$ cat src/sv/cpba_pkg.sv
`default_nettype none
package cpba_pkg;

  localparam int MAX_POOL_PAGES_DEF = 32768;

  // page map word geometry
  localparam int MAP_WORD_BITS = 32;
  localparam int BIT_IDX_W     = 5;
  localparam int RUN_W         = 17;
  localparam int PAGE_SHIFT    = 12;

  localparam logic [1:0] ACT_ALLOC = 2'd0;
  localparam logic [1:0] ACT_FREE  = 2'd1;
  localparam logic [1:0] ACT_INIT  = 2'd2;

  localparam int CFG_ADDR_W = 4;

  typedef struct packed {
    logic                 found;
    logic [BIT_IDX_W-1:0] pos;
    logic [RUN_W-1:0]     run_out;
  } scan_res_t;

endpackage
`default_nettype wire

$ cat src/sv/cpba_word_scan.sv
`default_nettype none
module cpba_word_scan
  import cpba_pkg::*;
(
  input  wire logic [MAP_WORD_BITS-1:0] free_bits,
  input  wire logic [RUN_W-1:0]         run_in,
  input  wire logic [15:0]              need,
  output scan_res_t                     res
);

  logic [RUN_W-1:0] run_a [MAP_WORD_BITS];

  // run length ending at each bit, from the nearest used bit at or below it
  always_comb begin
    logic                 lu_v;
    logic [BIT_IDX_W-1:0] lu;
    for (int i = 0; i < MAP_WORD_BITS; i++) begin
      lu_v = 1'b0;
      lu   = '0;
      for (int j = 0; j < MAP_WORD_BITS; j++) begin
        if (j <= i && !free_bits[j]) begin
          lu_v = 1'b1;
          lu   = BIT_IDX_W'(j);
        end
      end
      if (lu_v) begin
        run_a[i] = RUN_W'(i) - RUN_W'(lu);
      end else begin
        run_a[i] = run_in + RUN_W'(i + 1);
      end
    end
  end

  always_comb begin
    res = '0;
    for (int i = MAP_WORD_BITS - 1; i >= 0; i--) begin
      if (run_a[i] == {1'b0, need}) begin
        res.found = 1'b1;
        res.pos   = BIT_IDX_W'(i);
      end
    end
    res.run_out = run_a[MAP_WORD_BITS-1];
  end

endmodule
`default_nettype wire

$ cat config.mk
export PLATFORM = sky130hd
export DESIGN_NAME = cpba_word_scan
export DESIGN_NICKNAME = d
export VERILOG_FILES = /design/src/sv/cpba_pkg.sv /design/src/sv/cpba_word_scan.sv
export SDC_FILE = /design/constraint.sdc
export NUM_CORES = 1
export LEC_CHECK = 0
export BUFFER_PORTS_ARGS = -buffer_cell sky130_fd_sc_hd__buf_2
export CELL_PAD_IN_SITES_DETAIL_PLACEMENT = 0
export CELL_PAD_IN_SITES_GLOBAL_PLACEMENT = 1
export CORE_ASPECT_RATIO = 0.75
export CORE_UTILIZATION = 25
export DETAILED_ROUTE_END_ITERATION = 6
export PLACE_DENSITY_LB_ADDON = 0.1
export SYNTH_ARGS = -nofsm -noshare
export SYNTH_HDL_FRONTEND = slang
export SYNTH_SLANG_ARGS = --single-unit
$ cat constraint.sdc
create_clock -name vclk -period 4.1
set_clock_uncertainty 0.1 [all_clocks]
set_input_delay 0.205 -clock vclk [all_inputs]
set_output_delay 0.205 -clock vclk [all_outputs]
set_load 0.02 [all_outputs]
## After elaboration in Yosys (flattened, before gate mapping)

Index checks and enable logic that the tools add are counted.
Widths: inputs -> output; s select.

- Bits in registers: 0
- Output and inout bits: 23
- Logic and storage cells: 222

- Mux-type cells: 127
- Add/sub/neg operators: 63
- Equal/unequal tests: 32

Operators with widths:

| kind | number |
|---|---|
| $eq 17x16->1 | 32 |
| $mux 17 | 32 |
| $add 17x5->17 const B | 16 |
| $mux 6 | 32 |
| $mux 5 | 30 |
| $add 17x4->17 const B | 8 |
| $sub 5x5->6 const A | 16 |
| $add 17x3->17 const B | 4 |
| $sub 4x5->6 const A | 8 |
| $add 17x2->17 const B | 2 |
| $mux 1 | 33 |
| $sub 3x5->6 const A | 4 |
| $add 17x1->17 const B | 1 |
| $add 17x6->17 const B | 1 |
| $sub 2x5->6 const A | 2 |
| $sub 1x5->6 const A | 1 |

## Depth between registers and ports, before layout

- Depth in word-level cells: 66
- Depth in mapped cells: 21

## Worst setup path before layout

Ideal clock, no wire load.

- Path type: input to output
- From: in free_bits[2]
- To: out res[19] in the netlist's numbering
- Stages on the path: 20
- Data required time: 3.795 ns
- Data arrival time: 4.140 ns
- Buffers on the path: 1
- Path slack: -0.345 ns
- Cell sequence: buf_2 -> nor2b_1 -> o211ai_2 -> a211oi_2 -> a21oi_1 -> nor2_1 -> and2_1 -> o21ai_0 -> ha_1 -> inv_1 -> a221o_1 -> and3_1 -> a211oi_1 -> nand4_1 -> or4_4 -> a2111oi_4 -> or3_1 -> o21ai_1 -> a31oi_1 -> o21ai_1

RTL lines:

| what | line | source |
|---|---|---|
| start: declaration | cpba_word_scan.sv:5 | `input wire logic [MAP_WORD_BITS-1:0] free_bits,` |
| end: declaration | cpba_word_scan.sv:8 | `output scan_res_t res` |

==> impl_results.md <==
* Port bufs at 88
* Placed Cells at 5693
* Drt first pass iters at 6
* RePlAce Congestion at 1.11
* Crit Path Max Fanout at 21
* Syn avg cell area at 6.29 um^2
* Synth area leaders: xnor2_1 (18%), nor2_1 (5.5%), o21ai_0 (5.3%)
* Status: finished with violations
* Post-synthesis simple-gate area fraction at 0.319
* DR iter-0 viols at 5244
* Crit path top cell by count: buf_4
* Core Region at 0.0866 mm^2
* Crit-path cells: buf_6 > buf_6 > buf_16 > a21oi_2 > nor3_1 > xnor2_2 > a2111oi_4 > buf_4 > a21oi_2 > a2111oi_4 > buf_4 > o2111a_2 > or2_4 > nor2_2 > o41ai_4 > o211ai_1 > a211oi_2 > buf_4
* Top cell type's share of synthesized area at 0.179
* RSZ-0062 raised after global routing: yes
* Final WS setup at -1.03 ns
* Dpl hpwl at 177 mm
* I/O pin cnt at 88
* FF+latch count at 0
* Mapped Area at 0.0220 mm^2
* Clk_buf instances at 0
* DRC at 0
* Site Rows at 93
* Largest area contributor in the netlist: xnor2_1
* Die area at 0.0894 mm^2
* Most frequent cells in the layout: buf_4 (1272), xnor2_1 (445), nor2_1 (313), nand2_1 (265), o21ai_0 (225)
* Global-route wire length before repair at 288 mm
* Die Span X at 345 um
* Commonest non-fill, non-tap cell in the layout: buf_4
* Fin crit period at 5.13 ns
* Final hold viol count at 0
* Synth Area in Compound Gates at 0.318
* Max-slew violation count at 0
* Max stage delay on crit path at 0.53 ns
* Post-synthesis mux area share at 0.0202
* Antenna violations before repair at 18
* Hold Crit Class: in2out
* Non-Filler Instances at 5748
* # setup viols final at 6
* Post-DRT Antenna Nets at 0
* Final nets at 4714
* Critical Path AT at 4.82 ns
* Fillers at 9262
* Timing-limited maximum frequency at 0.195 GHz
* Xor/xnor share of the synthesized area at 0.234
* Post-synthesis cell count at 3505
* Worst-margin pin slew at 1.16 ns
* Vias per std cell at 6.32
* Number of global-route vias before repair at 34300
* Failing checks: negative setup slack
* Worst Path Required at 3.80 ns
* Chip Height at 259 um
* Relative slew slack at 0.222
* Vias at 36300
* Kind of critical path: in2out
* Maxcap violations at 0
* Reg area at 0 um^2
* Adder-cell share of the synthesized area at 0.0273
* Fin crit share at 1.25
* Slowest CP cell: o211ai_1
* Post-synthesis to final-layout area growth at 57.9%
* Startpoint Class: input pin
* Gr ovfl total at 0
* Crit end category: primary output
* Largest net degree at the start of global routing at 39
* Sequential area share after synthesis at 0
* Setup TNS at -4.06 ns
* # hold bufs at CTS at 0
* Layout cell share with drive strength beyond 1 at 0.362
* Drt total wl at 215 mm
* Initial Utilization at 0.255
* GRT Overall Usage at 0.464
* Netlist cell types at 106
* Synth warnings at 0
* Main combinational cell family by area after synthesis: simple AND/OR/NAND/NOR gates
* Mapped Nets at 3618
* DR WL/cell at 37.4 um
-- repair_timing --
action / 4_1_cts / 5_1_grt
cloned: 0 / 1
gates resized for setup: 160 / 84
setup endpoints to repair: 6 / 6
pin swaps: 43 / 38
setup buffers: 30 / 16
-- cell families (layout without fill, tap and decap cells) --
logic type               Yosys count  in the layout
AND/OR/NAND/NOR                 1370           1370
multiplexers                      42             42
other                              0              9
XOR/XNOR                         562            562
AO/OA/AOI/OAI                   1046           1046
buffers and inverters            437           1531
adder cells (fa/ha/maj)           48             48
-- synth_stat cells, types with 13 or more instances --
| library cell | instances |
|---|---|
| xnor2_1 | 450 |
| a211oi_1 | 60 |
| a21oi_1 | 220 |
| a31oi_1 | 62 |
| mux2i_1 | 31 |
| and3_1 | 41 |
| nand2b_1 | 25 |
| and2_1 | 25 |
| nor2_1 | 320 |
| o21ai_1 | 15 |
| nor4b_1 | 13 |
| nor2b_1 | 26 |
| nand2_1 | 269 |
| buf_1 | 57 |
| nand4_1 | 75 |
| buf_2 | 85 |
| a21boi_0 | 15 |
| a311oi_1 | 15 |
| clkbuf_1 | 205 |
| a21o_1 | 19 |
| o31a_1 | 15 |
| o21ai_0 | 234 |
| o22ai_1 | 36 |
| o211ai_1 | 34 |
| o21a_1 | 24 |
| inv_1 | 58 |
| o31ai_1 | 26 |
| a2111oi_0 | 14 |
| and4_1 | 36 |
| xor2_1 | 92 |
| nor3_1 | 186 |
| nor4_1 | 80 |
| o2111ai_1 | 36 |
| ha_1 | 48 |
| o32ai_1 | 30 |
| nand3_1 | 142 |
| or3_1 | 48 |
| a22oi_1 | 28 |
-- final cells by class --
cell class,instances,area (um^2),area share
Tap cell,1140,1430,0.0410
Antenna cell,9,22.5,0.000647
Timing Repair Buffer,1455,11900,0.343
Multi-Input combinational cell,3068,21100,0.607
Inverter,76,300,0.00863
-- per-layer routing --
layer / GRT usage / vias to the layer above / part of all wire
li1: - / 15200 / -
met2: 0.664 / 2640 / 0.40
met1: 0.587 / 17800 / 0.39
met3: 0.154 / 613 / 0.13
met5: 0 / - / 0.00058
met4: 0.309 / 16 / 0.080
-- worst max-delay path: cells and delay by family --
kind	cells	cell delay [ns]
xor+xnor	1	0.23
simple gates	3	0.48
buf+inv	6	1.12
compound gates	8	2.73
-- final timing paths --
kind	start	end	slack (ns)	cells past startpoint
setup / recovery	run_in[3]	res[17]	-1.03	18
hold / removal	run_in[5]	res[5]	0.77	4
-- metrics by stage --
stage / setup slack, ns / hold WS [ns] / cell area [um^2] / util
floorplan: -0.0000564 / 0.494 / 22100 / -
global placement: -2.75 / 0.774 / 33300 / 0.385
detailed placement: -2.70 / 0.773 / 33300 / 0.385
CTS: -0.842 / 0.766 / 34300 / 0.396
global route: -1.02 / 0.796 / 34800 / 0.402
finish: -1.03 / 0.770 / 34800 / 0.402
